<file path="src/design/mrs_pkg.sv">
// ----------------------------------------------------------------------------
// mrs_pkg
// Shared types, codes and the CRC-16 byte step for the RTU register server.
// ----------------------------------------------------------------------------
package mrs_pkg;

  // sizes
  localparam int INPUT_REGS_MAX   = 16;
  localparam int HOLDING_REGS_MAX = 16;
  localparam int FRAME_BYTES_MAX  = 256;
  localparam int FB_AW            = $clog2(FRAME_BYTES_MAX);
  localparam int LEN_W            = FB_AW + 1;
  localparam int IN_AW            = $clog2(INPUT_REGS_MAX);
  localparam int HOLD_AW          = $clog2(HOLDING_REGS_MAX);
  localparam int CNT_W            = 5;
  localparam int RI_W             = 7;

  localparam logic [15:0] CRC_INIT = 16'hFFFF;
  localparam logic [15:0] CRC_POLY = 16'hA001;

  // input operations
  localparam logic [1:0] OP_RX_BYTE  = 2'd0;
  localparam logic [1:0] OP_WR_INPUT = 2'd1;
  localparam logic [1:0] OP_WR_HOLD  = 2'd2;
  localparam logic [1:0] OP_RD_HOLD  = 2'd3;

  // result kinds
  localparam logic [1:0] KIND_TX_BYTE = 2'd0;
  localparam logic [1:0] KIND_HOST    = 2'd1;
  localparam logic [1:0] KIND_FRAME   = 2'd2;

  // frame outcomes
  localparam logic [1:0] FST_HANDLED = 2'd0;
  localparam logic [1:0] FST_SHORT   = 2'd1;
  localparam logic [1:0] FST_CRC     = 2'd2;
  localparam logic [1:0] FST_ADDR    = 2'd3;

  // host answers
  localparam logic HST_OK    = 1'b0;
  localparam logic HST_RANGE = 1'b1;

  // function codes
  localparam logic [7:0] FN_READ_COILS    = 8'd1;
  localparam logic [7:0] FN_READ_DISCRETE = 8'd2;
  localparam logic [7:0] FN_READ_HOLD     = 8'd3;
  localparam logic [7:0] FN_READ_INPUT    = 8'd4;
  localparam logic [7:0] FN_WRITE_COIL    = 8'd5;
  localparam logic [7:0] FN_WRITE_SINGLE  = 8'd6;
  localparam logic [7:0] FN_WRITE_COILS   = 8'd15;
  localparam logic [7:0] FN_WRITE_MULTI   = 8'd16;
  localparam logic [7:0] FN_EXC_FLAG      = 8'h80;

  localparam logic [7:0] EXC_ILLEGAL_FUNC = 8'd1;
  localparam logic [7:0] EXC_ILLEGAL_ADDR = 8'd2;

  // configuration register indexes
  localparam logic [1:0] REG_SLAVE_ADDRESS = 2'd0;
  localparam logic [1:0] REG_INPUT_COUNT   = 2'd1;
  localparam logic [1:0] REG_HOLD_COUNT    = 2'd2;

  // back end sequencer
  typedef enum logic [2:0] {
    B_IDLE, B_SWEEP, B_CHECK, B_WRITE, B_REPLY, B_STATUS
  } back_state_t;

  typedef enum logic [2:0] {
    M_NONE, M_EXC, M_READ, M_ECHO, M_WR16
  } reply_mode_t;

  // word from front to back
  typedef struct packed {
    logic             frame;
    logic [1:0]       op;
    logic [7:0]       idx;
    logic [15:0]      val;
    logic [LEN_W-1:0] len;
  } cmd_t;

  // one result word
  typedef struct packed {
    logic [1:0]  kind;
    logic [7:0]  tx_byte;
    logic        tx_last;
    logic [1:0]  frame_status;
    logic        host_status;
    logic [15:0] host_data;
  } res_t;

  // frame finished, back to front
  typedef struct packed {
    logic valid;
    logic clear;
  } done_t;

  // live configuration, counts already clipped to bank size
  typedef struct packed {
    logic [7:0]       slave_address;
    logic [CNT_W-1:0] in_count;
    logic [CNT_W-1:0] hold_count;
  } cfg_t;

  // one byte of the reflected CRC-16
  function automatic logic [15:0] crc_byte(input logic [15:0] c_in, input logic [7:0] b);
    logic [15:0] c;
    c = c_in ^ {8'h00, b};
    for (int i = 0; i < 8; i++) begin
      c = c[0] ? ((c >> 1) ^ CRC_POLY) : (c >> 1);
    end
    return c;
  endfunction

endpackage

</file>
<file path="src/design/mrs_ram.sv">
// ----------------------------------------------------------------------------
// mrs_ram
// Generic single write, single read RAM with registered read data.
// ----------------------------------------------------------------------------
module mrs_ram #(
  parameter int WIDTH = 8,
  parameter int DEPTH = 256
) (
  input  logic                     clk,
  input  logic                     we,
  input  logic [$clog2(DEPTH)-1:0] waddr,
  input  logic [WIDTH-1:0]         wdata,
  input  logic [$clog2(DEPTH)-1:0] raddr,
  output logic [WIDTH-1:0]         rdata
);

  logic [WIDTH-1:0] mem [DEPTH];

  always_ff @(posedge clk) begin
    if (we) begin
      mem[waddr] <= wdata;
    end
    rdata <= mem[raddr];
  end

endmodule

</file>
<file path="src/design/mrs_front.sv">
// ----------------------------------------------------------------------------
// mrs_front
// Accepts input words, stores received bytes, keeps the frame length and
// queues host operations and frame ends for the back end.
// ----------------------------------------------------------------------------
module mrs_front (
  input  logic                      clk,
  input  logic                      rst,
  input  logic                      push,
  output logic                      full,
  input  logic [1:0]                op,
  input  logic [7:0]                rx_byte,
  input  logic                      frame_end,
  input  logic [7:0]                reg_index,
  input  logic [15:0]               reg_value,
  output logic                      ram_we,
  output logic [mrs_pkg::FB_AW-1:0] ram_waddr,
  output logic [7:0]                ram_wdata,
  output logic                      cmd_valid,
  output mrs_pkg::cmd_t             cmd,
  input  logic                      cmd_pop,
  input  mrs_pkg::done_t            done
);
  import mrs_pkg::*;

  logic [LEN_W-1:0] frame_length;
  logic             busy;
  cmd_t             q_mem [2];
  logic             wr_ptr;
  logic             rd_ptr;
  logic [1:0]       q_count;

  logic             accept;
  logic             is_rx;
  logic             len_room;
  logic [LEN_W-1:0] len_after;
  logic             cmd_push;
  cmd_t             new_cmd;

  // classify the incoming word
  always_comb begin
    full      = busy || (q_count == 2'd2);
    accept    = push && !full;
    is_rx     = (op == OP_RX_BYTE);
    len_room  = frame_length < LEN_W'(FRAME_BYTES_MAX);
    ram_we    = accept && is_rx && len_room;
    ram_waddr = frame_length[FB_AW-1:0];
    ram_wdata = rx_byte;
    len_after = len_room ? frame_length + LEN_W'(1) : frame_length;
    cmd_push  = accept && (!is_rx || frame_end);
    new_cmd.frame = is_rx;
    new_cmd.op    = op;
    new_cmd.idx   = reg_index;
    new_cmd.val   = reg_value;
    new_cmd.len   = len_after;
    cmd_valid = (q_count != 2'd0);
    cmd       = q_mem[rd_ptr];
  end

  // frame length and frame-in-progress flag
  always_ff @(posedge clk) begin
    if (rst) begin
      frame_length <= '0;
      busy         <= 1'b0;
    end else begin
      if (done.valid && done.clear) begin
        frame_length <= '0;
      end else if (ram_we) begin
        frame_length <= len_after;
      end
      if (done.valid) begin
        busy <= 1'b0;
      end else if (cmd_push && is_rx) begin
        busy <= 1'b1;
      end
    end
  end

  // two-word queue to the back end
  always_ff @(posedge clk) begin
    if (rst) begin
      wr_ptr  <= 1'b0;
      rd_ptr  <= 1'b0;
      q_count <= '0;
    end else begin
      if (cmd_push) begin
        wr_ptr <= ~wr_ptr;
      end
      if (cmd_pop) begin
        rd_ptr <= ~rd_ptr;
      end
      q_count <= q_count + {1'b0, cmd_push} - {1'b0, cmd_pop};
    end
  end

  always_ff @(posedge clk) begin
    if (cmd_push) begin
      q_mem[wr_ptr] <= new_cmd;
    end
  end

endmodule

</file>
<file path="src/design/mrs_back.sv">
// ----------------------------------------------------------------------------
// mrs_back
// Executes queued words: host register access, and at frame end the CRC
// sweep, request decode, register writes and byte-wise reply with CRC.
// ----------------------------------------------------------------------------
module mrs_back (
  input  logic                      clk,
  input  logic                      rst,
  input  mrs_pkg::cfg_t             cfg,
  input  logic                      cmd_valid,
  input  mrs_pkg::cmd_t             cmd,
  output logic                      cmd_pop,
  output logic [mrs_pkg::FB_AW-1:0] ram_raddr,
  input  logic [7:0]                ram_rdata,
  output mrs_pkg::done_t            done,
  output logic                      empty,
  input  logic                      pop,
  output mrs_pkg::res_t             res
);
  import mrs_pkg::*;

  back_state_t      state, state_next;
  reply_mode_t      mode;
  logic [LEN_W-1:0] frame_len;
  logic [LEN_W-1:0] addr_cnt;
  logic [LEN_W-1:0] wr_end;
  logic             rd_v;
  logic [LEN_W-1:0] rd_idx;
  logic [15:0]      crc;
  logic [7:0]       hdr [6];
  logic [15:0]      got;
  logic [1:0]       fstatus;
  logic             fclear;
  logic [7:0]       exc_code;
  logic [RI_W-1:0]  ri;
  logic [RI_W-1:0]  rlen;
  logic [7:0]       wr_hi;
  logic [15:0]      input_bank [INPUT_REGS_MAX];
  logic [15:0]      holding_bank [HOLDING_REGS_MAX];

  res_t             oq [2];
  logic             oq_wr;
  logic             oq_rd;
  logic [1:0]       oq_count;

  logic             can_emit;
  logic             emit;
  res_t             emit_res;
  logic             issue;

  logic [7:0]       func;
  logic [15:0]      start;
  logic [15:0]      qty;
  logic [16:0]      sum;
  logic [CNT_W-1:0] cnt_rd;
  reply_mode_t      dec_mode;
  logic [7:0]       dec_code;
  logic [RI_W-1:0]  dec_rlen;
  logic [7:0]       rd_data;
  logic [RI_W-1:0]  rk;
  logic [IN_AW-1:0]   rd_in_idx;
  logic [HOLD_AW-1:0] rd_hold_idx;
  logic [15:0]      rd_word;
  logic [7:0]       reply_byte;
  logic [LEN_W-1:0] wr_off;
  logic [HOLD_AW-1:0] wr_idx;
  logic             host_in_ok;
  logic             host_hold_ok;
  res_t             host_res;

  // request fields and decode
  always_comb begin
    func   = hdr[1];
    start  = {hdr[2], hdr[3]};
    qty    = {hdr[4], hdr[5]};
    sum    = {1'b0, start} + {1'b0, qty};
    cnt_rd = (func == FN_READ_INPUT) ? cfg.in_count : cfg.hold_count;
    dec_mode = M_NONE;
    dec_code = EXC_ILLEGAL_ADDR;
    if (func == FN_READ_HOLD || func == FN_READ_INPUT) begin
      dec_mode = (sum > 17'(cnt_rd)) ? M_EXC : M_READ;
    end else if (func == FN_WRITE_SINGLE) begin
      dec_mode = (start >= 16'(cfg.hold_count)) ? M_EXC : M_ECHO;
    end else if (func == FN_WRITE_MULTI) begin
      dec_mode = (sum > 17'(cfg.hold_count)) ? M_EXC : M_WR16;
    end else if (func == FN_READ_COILS || func == FN_READ_DISCRETE ||
                 func == FN_WRITE_COIL || func == FN_WRITE_COILS) begin
      dec_mode = M_EXC;
      dec_code = EXC_ILLEGAL_FUNC;
    end
    unique case (dec_mode)
      M_READ:  dec_rlen = RI_W'(3) + RI_W'({qty[4:0], 1'b0});
      M_EXC:   dec_rlen = RI_W'(3);
      default: dec_rlen = RI_W'(6);
    endcase
  end

  // reply byte generator
  always_comb begin
    rd_data     = (rd_idx < frame_len) ? ram_rdata : 8'h00;
    rk          = ri - RI_W'(3);
    rd_in_idx   = start[IN_AW-1:0] + rk[IN_AW:1];
    rd_hold_idx = start[HOLD_AW-1:0] + rk[HOLD_AW:1];
    rd_word     = (func == FN_READ_INPUT) ? input_bank[rd_in_idx] : holding_bank[rd_hold_idx];
    if (ri < rlen) begin
      if (ri == RI_W'(0)) begin
        reply_byte = cfg.slave_address;
      end else if (ri == RI_W'(1)) begin
        reply_byte = (mode == M_EXC) ? (func | FN_EXC_FLAG) : func;
      end else if (mode == M_EXC) begin
        reply_byte = exc_code;
      end else if (mode == M_READ) begin
        if (ri == RI_W'(2)) begin
          reply_byte = {qty[6:0], 1'b0};
        end else begin
          reply_byte = rk[0] ? rd_word[7:0] : rd_word[15:8];
        end
      end else begin
        reply_byte = hdr[ri[2:0]];
      end
    end else if (ri == rlen) begin
      reply_byte = crc[7:0];
    end else begin
      reply_byte = crc[15:8];
    end
    wr_off = rd_idx - LEN_W'(7);
    wr_idx = start[HOLD_AW-1:0] + wr_off[HOLD_AW:1];
  end

  // host answer
  always_comb begin
    host_in_ok   = cmd.idx < 8'(cfg.in_count);
    host_hold_ok = cmd.idx < 8'(cfg.hold_count);
    host_res     = '0;
    host_res.kind    = KIND_HOST;
    host_res.tx_last = 1'b1;
    unique case (cmd.op)
      OP_WR_INPUT: host_res.host_status = host_in_ok ? HST_OK : HST_RANGE;
      OP_RD_HOLD: begin
        host_res.host_status = host_hold_ok ? HST_OK : HST_RANGE;
        host_res.host_data   = host_hold_ok ? holding_bank[cmd.idx[HOLD_AW-1:0]] : 16'h0000;
      end
      default:    host_res.host_status = host_hold_ok ? HST_OK : HST_RANGE;
    endcase
  end

  // sequencer: next state and handshakes
  always_comb begin
    state_next = state;
    cmd_pop    = 1'b0;
    emit       = 1'b0;
    emit_res   = '0;
    done       = '0;
    issue      = 1'b0;
    can_emit   = (oq_count != 2'd2);
    ram_raddr  = addr_cnt[FB_AW-1:0];
    unique case (state)
      B_IDLE: begin
        if (cmd_valid) begin
          if (cmd.frame) begin
            cmd_pop    = 1'b1;
            state_next = (cmd.len < LEN_W'(2)) ? B_STATUS : B_SWEEP;
          end else if (can_emit) begin
            cmd_pop  = 1'b1;
            emit     = 1'b1;
            emit_res = host_res;
          end
        end
      end
      B_SWEEP: begin
        issue = (addr_cnt != frame_len);
        if (!issue && !rd_v) begin
          state_next = B_CHECK;
        end
      end
      B_CHECK: begin
        priority if (crc != got) begin
          state_next = B_STATUS;
        end else if (hdr[0] != cfg.slave_address) begin
          state_next = B_STATUS;
        end else if (dec_mode == M_WR16) begin
          state_next = B_WRITE;
        end else if (dec_mode == M_NONE) begin
          state_next = B_STATUS;
        end else begin
          state_next = B_REPLY;
        end
      end
      B_WRITE: begin
        issue = (addr_cnt != wr_end);
        if (!issue && !rd_v) begin
          state_next = B_REPLY;
        end
      end
      B_REPLY: begin
        if (can_emit) begin
          emit             = 1'b1;
          emit_res.kind    = KIND_TX_BYTE;
          emit_res.tx_byte = reply_byte;
          if (ri == rlen + RI_W'(1)) begin
            state_next = B_STATUS;
          end
        end
      end
      B_STATUS: begin
        if (can_emit) begin
          emit                  = 1'b1;
          emit_res.kind         = KIND_FRAME;
          emit_res.tx_last      = 1'b1;
          emit_res.frame_status = fstatus;
          done.valid            = 1'b1;
          done.clear            = fclear;
          state_next            = B_IDLE;
        end
      end
      default: state_next = B_IDLE;
    endcase
  end

  always_ff @(posedge clk) begin
    if (rst) begin
      state <= B_IDLE;
    end else begin
      state <= state_next;
    end
  end

  // read pipeline tracking
  always_ff @(posedge clk) begin
    if (rst) begin
      rd_v <= 1'b0;
    end else begin
      rd_v <= issue;
    end
  end

  // register banks
  always_ff @(posedge clk) begin
    if (rst) begin
      for (int i = 0; i < INPUT_REGS_MAX; i++) begin
        input_bank[i] <= '0;
      end
      for (int i = 0; i < HOLDING_REGS_MAX; i++) begin
        holding_bank[i] <= '0;
      end
    end else begin
      if (state == B_IDLE && cmd_pop && !cmd.frame) begin
        if (cmd.op == OP_WR_INPUT && host_in_ok) begin
          input_bank[cmd.idx[IN_AW-1:0]] <= cmd.val;
        end
        if (cmd.op == OP_WR_HOLD && host_hold_ok) begin
          holding_bank[cmd.idx[HOLD_AW-1:0]] <= cmd.val;
        end
      end
      if (state == B_CHECK && crc == got && hdr[0] == cfg.slave_address &&
          func == FN_WRITE_SINGLE && dec_mode == M_ECHO) begin
        holding_bank[start[HOLD_AW-1:0]] <= qty;
      end
      if (state == B_WRITE && rd_v && wr_off[0]) begin
        holding_bank[wr_idx] <= {wr_hi, rd_data};
      end
    end
  end

  // frame datapath
  always_ff @(posedge clk) begin
    if (issue) begin
      addr_cnt <= addr_cnt + LEN_W'(1);
      rd_idx   <= addr_cnt;
    end
    unique case (state)
      B_IDLE: begin
        frame_len <= cmd.len;
        addr_cnt  <= '0;
        crc       <= CRC_INIT;
        got       <= '0;
        fstatus   <= FST_SHORT;
        fclear    <= 1'b0;
        for (int i = 0; i < 6; i++) begin
          hdr[i] <= 8'h00;
        end
      end
      B_SWEEP: begin
        if (rd_v) begin
          if (rd_idx < frame_len - LEN_W'(2)) begin
            crc <= crc_byte(crc, ram_rdata);
          end
          if (rd_idx < LEN_W'(6)) begin
            hdr[rd_idx[2:0]] <= ram_rdata;
          end
          if (rd_idx == frame_len - LEN_W'(2)) begin
            got[7:0] <= ram_rdata;
          end
          if (rd_idx == frame_len - LEN_W'(1)) begin
            got[15:8] <= ram_rdata;
          end
        end
      end
      B_CHECK: begin
        ri       <= '0;
        crc      <= CRC_INIT;
        rlen     <= dec_rlen;
        exc_code <= dec_code;
        mode     <= (dec_mode == M_WR16) ? M_ECHO : dec_mode;
        addr_cnt <= LEN_W'(7);
        wr_end   <= LEN_W'(7) + LEN_W'({qty[4:0], 1'b0});
        priority if (crc != got) begin
          fstatus <= FST_CRC;
          fclear  <= 1'b1;
        end else if (hdr[0] != cfg.slave_address) begin
          fstatus <= FST_ADDR;
          fclear  <= 1'b0;
        end else begin
          fstatus <= FST_HANDLED;
          fclear  <= 1'b1;
        end
      end
      B_WRITE: begin
        if (rd_v && !wr_off[0]) begin
          wr_hi <= rd_data;
        end
      end
      B_REPLY: begin
        if (emit) begin
          ri <= ri + RI_W'(1);
          if (ri < rlen) begin
            crc <= crc_byte(crc, reply_byte);
          end
        end
      end
      default: ;
    endcase
  end

  // result queue
  always_comb begin
    empty = (oq_count == 2'd0);
    res   = oq[oq_rd];
  end

  always_ff @(posedge clk) begin
    if (rst) begin
      oq_wr    <= 1'b0;
      oq_rd    <= 1'b0;
      oq_count <= '0;
    end else begin
      if (emit) begin
        oq_wr <= ~oq_wr;
      end
      if (pop && !empty) begin
        oq_rd <= ~oq_rd;
      end
      oq_count <= oq_count + {1'b0, emit} - {1'b0, pop && !empty};
    end
  end

  always_ff @(posedge clk) begin
    if (emit) begin
      oq[oq_wr] <= emit_res;
    end
  end

  // checks
  a_oq_bound: assert property (@(posedge clk) disable iff (rst) oq_count <= 2'd2)
    else $error("result queue overfilled");
  a_emit_room: assert property (@(posedge clk) disable iff (rst) emit |-> oq_count != 2'd2)
    else $error("result written into full queue");
  a_drained: assert property (@(posedge clk) disable iff (rst)
      (state == B_CHECK || state == B_REPLY) |-> !rd_v)
    else $error("frame read still in flight");
  a_reply_end: assert property (@(posedge clk) disable iff (rst)
      (state == B_REPLY) |-> (ri <= rlen + RI_W'(1)))
    else $error("reply index ran past end");

endmodule

</file>
<file path="src/design/modbus_rtu_slave_register_server.sv">
// ----------------------------------------------------------------------------
// modbus_rtu_slave_register_server
// RTU slave: collects request bytes, checks and serves frames on the input
// and holding banks, and answers host register operations.
// ----------------------------------------------------------------------------
//  channel  | handshake          | words
//  input    | push / full        | op, rx_byte, frame_end, reg_index, reg_value
//  result   | empty / pop        | kind, tx_byte, tx_last, frame_status,
//           |                    | host_status, host_data
//  config   | cfg_write          | cfg_index, cfg_data
//
// A received byte that does not end a frame is stored in the frame RAM. A
// host word goes through a two-word queue and leaves one result. A frame end
// holds full high until its frame status is queued: the frame bytes are swept
// through the frame RAM read port at one a cycle, function 16 writes its
// registers from the frame, and reply bytes including CRC are emitted one a
// cycle while the result queue has room; a too-short frame skips to status.
// Reset clears lengths, banks and queues; the frame RAM needs no clearing.
// A stalled result side holds the back end, which in turn fills the queue.
// ----------------------------------------------------------------------------
module modbus_rtu_slave_register_server (
  input  logic        clk,
  input  logic        rst,
  input  logic        push,
  output logic        full,
  input  logic [1:0]  op,
  input  logic [7:0]  rx_byte,
  input  logic        frame_end,
  input  logic [7:0]  reg_index,
  input  logic [15:0] reg_value,
  output logic        empty,
  input  logic        pop,
  output logic [1:0]  kind,
  output logic [7:0]  tx_byte,
  output logic        tx_last,
  output logic [1:0]  frame_status,
  output logic        host_status,
  output logic [15:0] host_data,
  input  logic        cfg_write,
  input  logic [1:0]  cfg_index,
  input  logic [7:0]  cfg_data
);
  import mrs_pkg::*;

  logic [7:0]       slave_address;
  logic [CNT_W-1:0] input_reg_count;
  logic [CNT_W-1:0] holding_reg_count;
  cfg_t             cfg;

  logic             ram_we;
  logic [FB_AW-1:0] ram_waddr;
  logic [7:0]       ram_wdata;
  logic [FB_AW-1:0] ram_raddr;
  logic [7:0]       ram_rdata;
  logic             cmd_valid;
  cmd_t             cmd;
  logic             cmd_pop;
  done_t            done;
  res_t             res;

  // configuration registers
  always_ff @(posedge clk) begin
    if (rst) begin
      slave_address     <= 8'd1;
      input_reg_count   <= CNT_W'(INPUT_REGS_MAX);
      holding_reg_count <= CNT_W'(HOLDING_REGS_MAX);
    end else if (cfg_write) begin
      unique case (cfg_index)
        REG_SLAVE_ADDRESS: slave_address     <= cfg_data;
        REG_INPUT_COUNT:   input_reg_count   <= cfg_data[CNT_W-1:0];
        REG_HOLD_COUNT:    holding_reg_count <= cfg_data[CNT_W-1:0];
        default: ;
      endcase
    end
  end

  // counts above the bank size act as the bank size
  always_comb begin
    cfg.slave_address = slave_address;
    cfg.in_count   = (input_reg_count > CNT_W'(INPUT_REGS_MAX)) ?
                     CNT_W'(INPUT_REGS_MAX) : input_reg_count;
    cfg.hold_count = (holding_reg_count > CNT_W'(HOLDING_REGS_MAX)) ?
                     CNT_W'(HOLDING_REGS_MAX) : holding_reg_count;
    kind         = res.kind;
    tx_byte      = res.tx_byte;
    tx_last      = res.tx_last;
    frame_status = res.frame_status;
    host_status  = res.host_status;
    host_data    = res.host_data;
  end

  mrs_front u_front (
    .clk       (clk),
    .rst       (rst),
    .push      (push),
    .full      (full),
    .op        (op),
    .rx_byte   (rx_byte),
    .frame_end (frame_end),
    .reg_index (reg_index),
    .reg_value (reg_value),
    .ram_we    (ram_we),
    .ram_waddr (ram_waddr),
    .ram_wdata (ram_wdata),
    .cmd_valid (cmd_valid),
    .cmd       (cmd),
    .cmd_pop   (cmd_pop),
    .done      (done)
  );

  mrs_ram #(
    .WIDTH (8),
    .DEPTH (FRAME_BYTES_MAX)
  ) u_frame_ram (
    .clk   (clk),
    .we    (ram_we),
    .waddr (ram_waddr),
    .wdata (ram_wdata),
    .raddr (ram_raddr),
    .rdata (ram_rdata)
  );

  mrs_back u_back (
    .clk       (clk),
    .rst       (rst),
    .cfg       (cfg),
    .cmd_valid (cmd_valid),
    .cmd       (cmd),
    .cmd_pop   (cmd_pop),
    .ram_raddr (ram_raddr),
    .ram_rdata (ram_rdata),
    .done      (done),
    .empty     (empty),
    .pop       (pop),
    .res       (res)
  );

endmodule
</file>
<file path="config.mk">
export PLATFORM = sky130hd
export DESIGN_NAME = modbus_rtu_slave_register_server
export DESIGN_NICKNAME = d
export VERILOG_FILES = /design/src/design/mrs_pkg.sv /design/src/design/mrs_ram.sv /design/src/design/mrs_front.sv /design/src/design/mrs_back.sv /design/src/design/modbus_rtu_slave_register_server.sv
export SDC_FILE = /design/constraint.sdc
export NUM_CORES = 2
export LEC_CHECK = 0
export BUFFER_PORTS_ARGS = -buffer_cell sky130_fd_sc_hd__buf_2
export CORE_ASPECT_RATIO = 0.9
export CORE_MARGIN = 8
export CORE_UTILIZATION = 49
export CTS_CLUSTER_DIAMETER = 150
export DETAILED_ROUTE_END_ITERATION = 10
export SYNTH_ARGS = -nofsm -noshare
export SYNTH_HDL_FRONTEND = slang
export SYNTH_SLANG_ARGS = --single-unit
</file>
<file path="constraint.sdc">
create_clock -name clk -period 11.95 [get_ports clk]
set_input_delay 0 -clock clk [delete_from_list [all_inputs] [get_ports clk]]
set_output_delay 0 -clock clk [all_outputs]
set_load 0.02 [all_outputs]
</file>
# [Yosys cells after proc, flatten, opt, wreduce, memory -nomap -nowiden]
# Memories as Yosys holds them, arrays and structs flattened. A register that Yosys moved wholly into a read port is not among the register bits.
# Cells that the tools add are included.
# W data, S select, Z words.
[word_totals] latch_bits=0 elab_cells=346 reg_bits=144 n_memories=6 out_inout_bits=32 inputBits=50 ram_bits=2740 romBits=0
[mem_list] memory="u_frame_ram.mem" words=256 width=8 rd=1 rd_clocked_by_memory_dff=1 wr=1 line="mrs_ram.sv:17" text="logic [WIDTH-1:0] mem [DEPTH];"
[mem_list] memory="u_back.holding_bank" words=16 width=16 rd=2 rd_clocked_by_memory_dff=0 wr=16 line="mrs_back.sv:39" text="logic [15:0] holding_bank [HOLDING_REGS_MAX];"
[mem_list] memory="u_back.input_bank" words=16 width=16 rd=1 rd_clocked_by_memory_dff=0 wr=16 line="mrs_back.sv:38" text="logic [15:0] input_bank [INPUT_REGS_MAX];"
[mem_list] memory="u_front.q_mem" words=2 width=36 rd=1 rd_clocked_by_memory_dff=1 wr=1 line="mrs_front.sv:28" text="cmd_t q_mem [2];"
[mem_list] memory="u_back.oq" words=2 width=30 rd=1 rd_clocked_by_memory_dff=1 wr=1 line="mrs_back.sv:41" text="res_t oq [2];"
[mem_list] memory="u_back.hdr" words=6 width=8 rd=7 rd_clocked_by_memory_dff=1 wr=6 line="mrs_back.sv:30" text="logic [7:0] hdr [6];"
[classes] div=0 bitwise=22 n_mul=0 n_lt_le_gt_ge=13 n_reduce_logical=65 add_sub_neg=17 n_shift=0 n_mux=145 eq_ne=51
[op_table] op="$mux W16" count=28
[op_table] op="$mux W8" count=14
[op_table] op="$reduce_or A16 Y1" count=4
[op_table] op="$mux W30" count=2
[op_table] op="$mux W3" count=18
[op_table] op="$mux W1" count=50
[op_table] op="$not A2 Y3" count=16
[op_table] op="$pmux W16 S3" count=1
[op_table] op="$gt A17 B5 Y1" count=2
[op_table] op="$pmux W16 S2" count=1
[op_table] op="$xor A16 B8 Y16" count=2
[op_table] op="$mux W29" count=1
[op_table] op="$pmux W7 S2" count=2
[op_table] op="$eq A8 B3 Y1 const B" count=3
[op_table] op="$ne A2 B1 Y1 const B" count=12
[op_table] op="$logic_and A1 B1 Y1" count=20
[op_table] op="$add A9 B1 Y9 const B" count=2
[op_table] op="$eq A9 B9 Y1" count=2
[op_table] op="$lt A9 B9 Y1" count=2
[op_table] op="$mux W9" count=2
[op_table] op="$ne A9 B9 Y1" count=2
[op_table] op="$pmux W3 S6" count=1
[op_table] op="$pmux W9 S2" count=1
[op_table] op="$add A16 B16 Y17" count=1
[op_table] op="other kinds (59)" count=124

# [Longest topological paths before layout]
# An unclocked memory read counts as a cell.
[logic_depth] depth_word=31 depth_mapped=22 ltp_nobuf=19

# [Hierarchy]
# From an unflattened synthesis, not the netlist that was laid out.
[hier_totals] hier_cells=6939 hier_area_um2=123651.1
[modules_own_cells] mod="mrs_ram" cells_per_inst=3733 area_per_inst_um2=79556.3 seq_area_each_um2=61659.1 n_inst=1
[modules_own_cells] mod="mrs_back" cells_per_inst=2904 area_per_inst_um2=39758.1 seq_area_each_um2=22191.3 n_inst=1
[modules_own_cells] mod="mrs_front" cells_per_inst=221 area_per_inst_um2=3502.1 seq_area_each_um2=2462.4 n_inst=1
[modules_own_cells] mod="modbus_rtu_slave_register_server" cells_per_inst=81 area_per_inst_um2=834.6 seq_area_each_um2=360.3 n_inst=1

# [Worst setup path before layout]
# OpenSTA, ideal clock, no wires.
[synth_timing] path_kind="flip-flop to flip-flop" startpoint="register u_back.ri[0]" endpoint="register u_back.crc[0], data pin" n_path_buf=3 path_slack_ns=6.553 setup_time_ns=0.265 synth_period_minus_slack_ns=5.397 stages_incl_launch_ff=20 arrival_ns=5.132 t_required_ns=11.685 cell_sequence="edfxtp_1 clkbuf_1 inv_1 ha_1 ha_1 inv_1 fa_1 xnor2_1 clkbuf_1 buf_1 mux4_2 mux2_2 a311oi_1 a21oi_1 o21ai_1 nor2_1 o22ai_1 xor2_1 a221oi_1 a21oi_1"
[synth_between] elab_chain_cells=24 elab_cells_between_ends=37 cone_classes="add/sub: 2; order compare: 1; eq/ne: 3; mux: 20; bitwise: 8; reduce/logical: 1; memory: 2"
[synth_rtl] element="from (decl)" line="mrs_back.sv:35" text="logic [RI_W-1:0] ri;"
[synth_rtl] element="from (signal assigned)" line="mrs_back.sv:325" text="ri <= ri + RI_W'(1);"
[synth_rtl] element="$sub A5 B2 Y5" line="mrs_back.sv:101" text="rk = ri - RI_W'(3);"
[synth_rtl] element="$add A4 B4 Y4" line="mrs_back.sv:102, mrs_back.sv:103"
[synth_rtl] element="$mem_v2 Z16 W16, on equally long branches"
[synth_rtl] element="$mux W16" line="mrs_back.sv:104" text="rd_word = (func == FN_READ_INPUT) ? input_bank[rd_in_idx] : holding_bank[rd_hold_idx];"
[synth_rtl] element="$mux W8" line="mrs_back.sv:116" text="reply_byte = rk[0] ? rd_word[7:0] : rd_word[15:8];"
[synth_rtl] element="$mux W8" line="mrs_back.sv:113" text="if (ri == RI_W'(2)) begin"
[synth_rtl] element="$mux W8" line="mrs_back.sv:112" text="end else if (mode == M_READ) begin"
[synth_rtl] element="$mux W8" line="mrs_back.sv:110" text="end else if (mode == M_EXC) begin"
[synth_rtl] element="[... 2 more ...]"
[synth_rtl] element="$mux W8 (*)" line="mrs_back.sv:105" text="if (ri < rlen) begin"
[synth_rtl] element="$xor A16 B8 Y16 (*)" line="mrs_pkg.sv:105" text="c = c_in ^ {8'h00, b};"
[synth_rtl] element="$mux W16 (*) (6 in a row)" line="mrs_pkg.sv:107" text="c = c[0] ? ((c >> 1) ^ CRC_POLY) : (c >> 1);"
[synth_rtl] element="$not A2 Y3 (no source line) or $mux W16 (tied branches)"
[synth_rtl] element="$mux W16 (*) (2 in a row)" line="mrs_pkg.sv:107"
[synth_rtl] element="$mux W16 (*)" line="mrs_back.sv:326" text="if (ri < rlen) begin"
[synth_rtl] element="$mux W16 (*)" line="mrs_back.sv:324" text="if (emit) begin"
[synth_rtl] element="$pmux W16 S3 (*)" line="mrs_back.sv:271" text="unique case (state)"
[synth_rtl] element="to (signal assigned)" line="mrs_back.sv:286" text="crc <= crc_byte(crc, ram_rdata);"
[synth_rtl] element="to (signal assigned)" line="mrs_back.sv:327" text="crc <= crc_byte(crc, reply_byte);"
[synth_rtl] element="to (decl)" line="mrs_back.sv:29" text="logic [15:0] crc;"
# Every way passes the cells marked *; elsewhere a longest branch is shown, timed or not. The select of a mux whose other input is x is not followed.
# A chain may end at the register's enable or synchronous reset.

# [Worst setup path in the final report]
# Same ends and word-level chain as after synthesis.

==> flow_metrics.tcl <==
set metrics [dict create \
    die-width_um 544 \
    worstSetupStartpoint "u_back.ri[0]$_DFFE_PP_" \
    finalCritPeriodShare_pct 61.4 \
    cts_num_sinks 2904 \
    cts_root_buf "clkbuf_16" \
    worstRegToRegCells 19 \
    cts_resized 0 \
    relSlewSlack_pct 15.9 \
    p_int_mw 20.3 \
    cp-start-kind "flop" \
    io_pins 82 \
    path_class "reg -> reg" \
    reg2reg_to "u_back.crc[0]$_DFFE_PP_" \
    vias_per_cell 6.15 \
    regToRegSetupSlack_ns 4.61 \
    syn_to_final_growth_pct 11.8 \
    endpoint "u_back.crc[0]$_DFFE_PP_" \
    wl_um 343000 \
    min_from "cfg_data[4]" \
    synth_top_family_by_area "multiplexers" \
    htreeDepth 5 \
    synthMostInstantiatedCell "edfxtp_1" \
    initialDrtViolationCount 8140 \
    synthTopCellsByCount "edfxtp_1 (2851), nor2_1 (941), nand2_1 (579)" \
    required_ns 12.52 \
    synth_seq_cells 2904 \
    hold_viol 0 \
    clock_skew_ns 0.0505 \
    p_sw_mw 9.72 \
    synth_mux_area_share_pct 13.9 \
    start_util_pct 49.3 \
    yosysTopAreaCellShare_pct 69.5 \
    yosysUniqueCellTypes 97 \
    peakVddDrop_mv 0.197 \
    setup_viol 0 \
    cts_setup_buffers 0 \
    r2r-start "u_back.ri[0]$_DFFE_PP_" \
    synth_area_leaders "edfxtp_1 (70%), mux4_2 (8.6%), mux2i_1 (3.4%), nor2_1 (2.9%), nand2_1 (1.8%)" \
    clock_latency_ns 0.86 \
    wl_per_cell_um 30.0 \
    nFillCells 19743 \
    synth_top_area_cell "edfxtp_1" \
    synth_flop_cell "edfxtp_1" \
    worstPathArrival_ns 7.90 \
    maxCapViolCount 0 \
    portBuffers 81 \
    postSynthAreaPerCell_um2 15.9 \
    combPwrFrac_pct 29.7 \
    rsz0062_at_grt "no" \
    cts_buffers 305 \
    max_freq_ghz 0.136 \
    cpMaxStageDelayCell "fa_4" \
    clk_pin_slew_ns 0.06 \
    synth_compound_area_share_pct 4.98 \
    grt_max_degree 137 \
    tns_ns 0 \
    grtUsageTotal_pct 25.0 \
    remaining_drc_errors 0 \
    drive_above_1_share_pct 17.0 \
    leakage_nw 44.5 \
    tritoncts "yes" \
    fp.dieArea_um2 268000 \
    fp.dieH_um 492 \
    vias 70360 \
    gp_routability_congestion 0.934 \
    period_minus_slack_ns 7.34 \
    multiInputGateArea_um2 34600 \
    synth_edf_count 2851 \
    postCtsHoldBufs 89 \
    clk_path_buf_depth 4 \
    antenna_found_initial 17 \
    synth_fa_ha_area_share_pct 0.953 \
    p_sw_share_pct 32.4 \
    yosysWarnings 0 \
    power_frac_seq_pct 40.2 \
    synth_cells 7722 \
    synthSimpleGateAreaFrac_pct 6.76 \
    path_cells "buf_4 > inv_1 > ha_1 > ha_4 > inv_1 > fa_4 > buf_4 > mux4_2 > mux4_2 > nand2_1 > nand3_1 > a211oi_1 > a2111oi_2 > xor2_1 > xnor2_1 > xnor3_2 > xor2_1 > a221oi_1 > a21oi_1" \
    holdPathStages 4 \
    crit_path_max_fanout 53 \
    fin_nets 8013 \
    grt_pass1_wl_um 492000 \
    synthesis.area_um2 123000 \
    rows 174 \
    tightest_slew_ns 1.26 \
    place.detailed.hpwl_um 213000 \
    ant_nets 0 \
    hold_path.class "in -> reg" \
    ff_latch_area_um2 86700 \
    clockPowerShare_pct 30.0 \
    yosysSeqAreaShare_pct 70.4 \
    power_density_nw_per_um2 218 \
    grt-ovfl-total 0 \
    synth_xor_area_share_pct 1.18 \
    coreArea_um2 250000 \
    slew_violations 0 \
    synthArstFlopShare_pct 0 \
    first_pass_iters 8 \
    slowest_delay_ns 1.32 \
    status "completed" \
    cp-end-kind "flop" \
    report.power.total_mw 30.0 \
    grt_pass1_vias 68819 \
]
[sequential cells by signal (all words and copies together) (netlist names), 5 cells and up, named ones only]
register,count
u_front.frame_length,9
u_back.hdr,64
input_reg_count,5
u_back.crc,16
u_back.ri,7
u_frame_ram.mem,2048
u_front.q_mem,72
u_back.frame_len,9
holding_reg_count,5
u_back.rlen,7
u_back.got,16
u_back.wr_hi,8
u_frame_ram.rdata,8
u_back.rd_idx,9
u_back.input_bank,256
slave_address,8
u_back.holding_bank,256
u_back.addr_cnt,9
u_back.wr_end,6
u_back.oq,60
[power groups by stage]
stage,Sequential (mW),Combinational [mW],Clock [mW]
2_1_floorplan,12.0,5.96,0
3_3_place_gp,12.3,8.81,0
3_5_place_dp,12.3,8.86,0
4_1_cts,12.1,8.91,9.14
5_1_grt,12.1,9.42,9.50
6_report,12.1,8.92,9.01
[placed cells by master, fill, tap and decap left out, types with 16 or more instances in the layout]
master / count
edfxtp_1: 2851
nor2_1: 939
nand2_1: 562
mux4_2: 471
mux2i_1: 402
clkbuf_16: 314
a21oi_1: 311
o21ai_0: 186
mux2_2: 179
buf_4: 143
o22ai_1: 126
o221ai_1: 123
nand3_1: 109
xnor2_1: 104
dlygate4sd3_1: 89
ha_1: 88
buf_2: 73
inv_1: 69
clkinv_1: 67
and3_1: 65
a311oi_1: 65
clkbuf_1: 59
nand2b_1: 56
dfxtp_1: 52
xor2_1: 49
clkinv_2: 39
nor2b_1: 33
and2_1: 32
nor3_1: 26
nor4_1: 20
nor3b_1: 20
nand4_1: 19
a21o_1: 18
conb_1: 17
nand2_2: 16
[worst max-delay path: cells and delay by family, from the launching register on]
family,cells,cell delay [ns]
DFF,1,0.32
and+or+nand+nor,2,0.25
xor gates and xnor gates,4,0.98
adders and majority gates,3,1.86
muxes,2,0.93
AOI/OAI and AO/OA,4,1.33
buffers and inverters,4,1.36
[routing by layer]
metal	part of all wire [%]	global-route usage (%)
met5	0.0032	0
met3	7.3	3.58
met4	4.2	9.36
met2	47	39.6
met1	41	35.4
[final cells by class]
type	instances	share of cell area, %
clock inverters	142	0.818
well taps	3344	3.04
flip-flops and latches	2904	63.0
clock buffers	379	5.93
inverters	72	0.196
diodes	5	0.00909
multi-input cells	4266	25.1
repair buffers	322	1.91
[cells by family after synthesis]
| kind of cell | Yosys count |
|---|---|
| flops | 2904 |
| simple gates | 1952 |
| mux | 1087 |
| compound gates | 959 |
| buf+inv | 568 |
| xor+xnor | 159 |
| fa+ha+maj | 92 |
| other cells | 1 |
[per-stage QoR]
stage                     setup slack (ns)  instance area [um2]  hold WS (ns)  utilization, %  std cells
after floorplan                       6.55               123000        0.0989               -       7738
after global placement                4.66               127000         0.196            51.0      10819
after detailed placement              4.61               127000         0.203            51.0      10819
after CTS                             4.63               138000       0.00583            55.1      11429
after global routing                  4.37               138000        0.0378            55.1      11430
final                                 4.61               138000        0.0543            55.1      11434
[how the worst min path moves through the flow]
stage | endpoint | slack, ns
after floorplan | u_frame_ram.mem[0][0]$_DFFE_PP_ | 0.1
after global placement | u_front.q_mem[0][21]$_DFFE_PP_ | 0.20
after detailed placement | u_front.q_mem[1][21]$_DFFE_PP_ | 0.20
after CTS | holding_reg_count[4]$_SDFFE_PP1P_ | 0.006
after global routing | u_front.q_mem[1][12]$_DFFE_PP_ | 0.04
final | slave_address[4]$_SDFFE_PP0P_ | 0.05
Power figures use the tool's default switching activity.
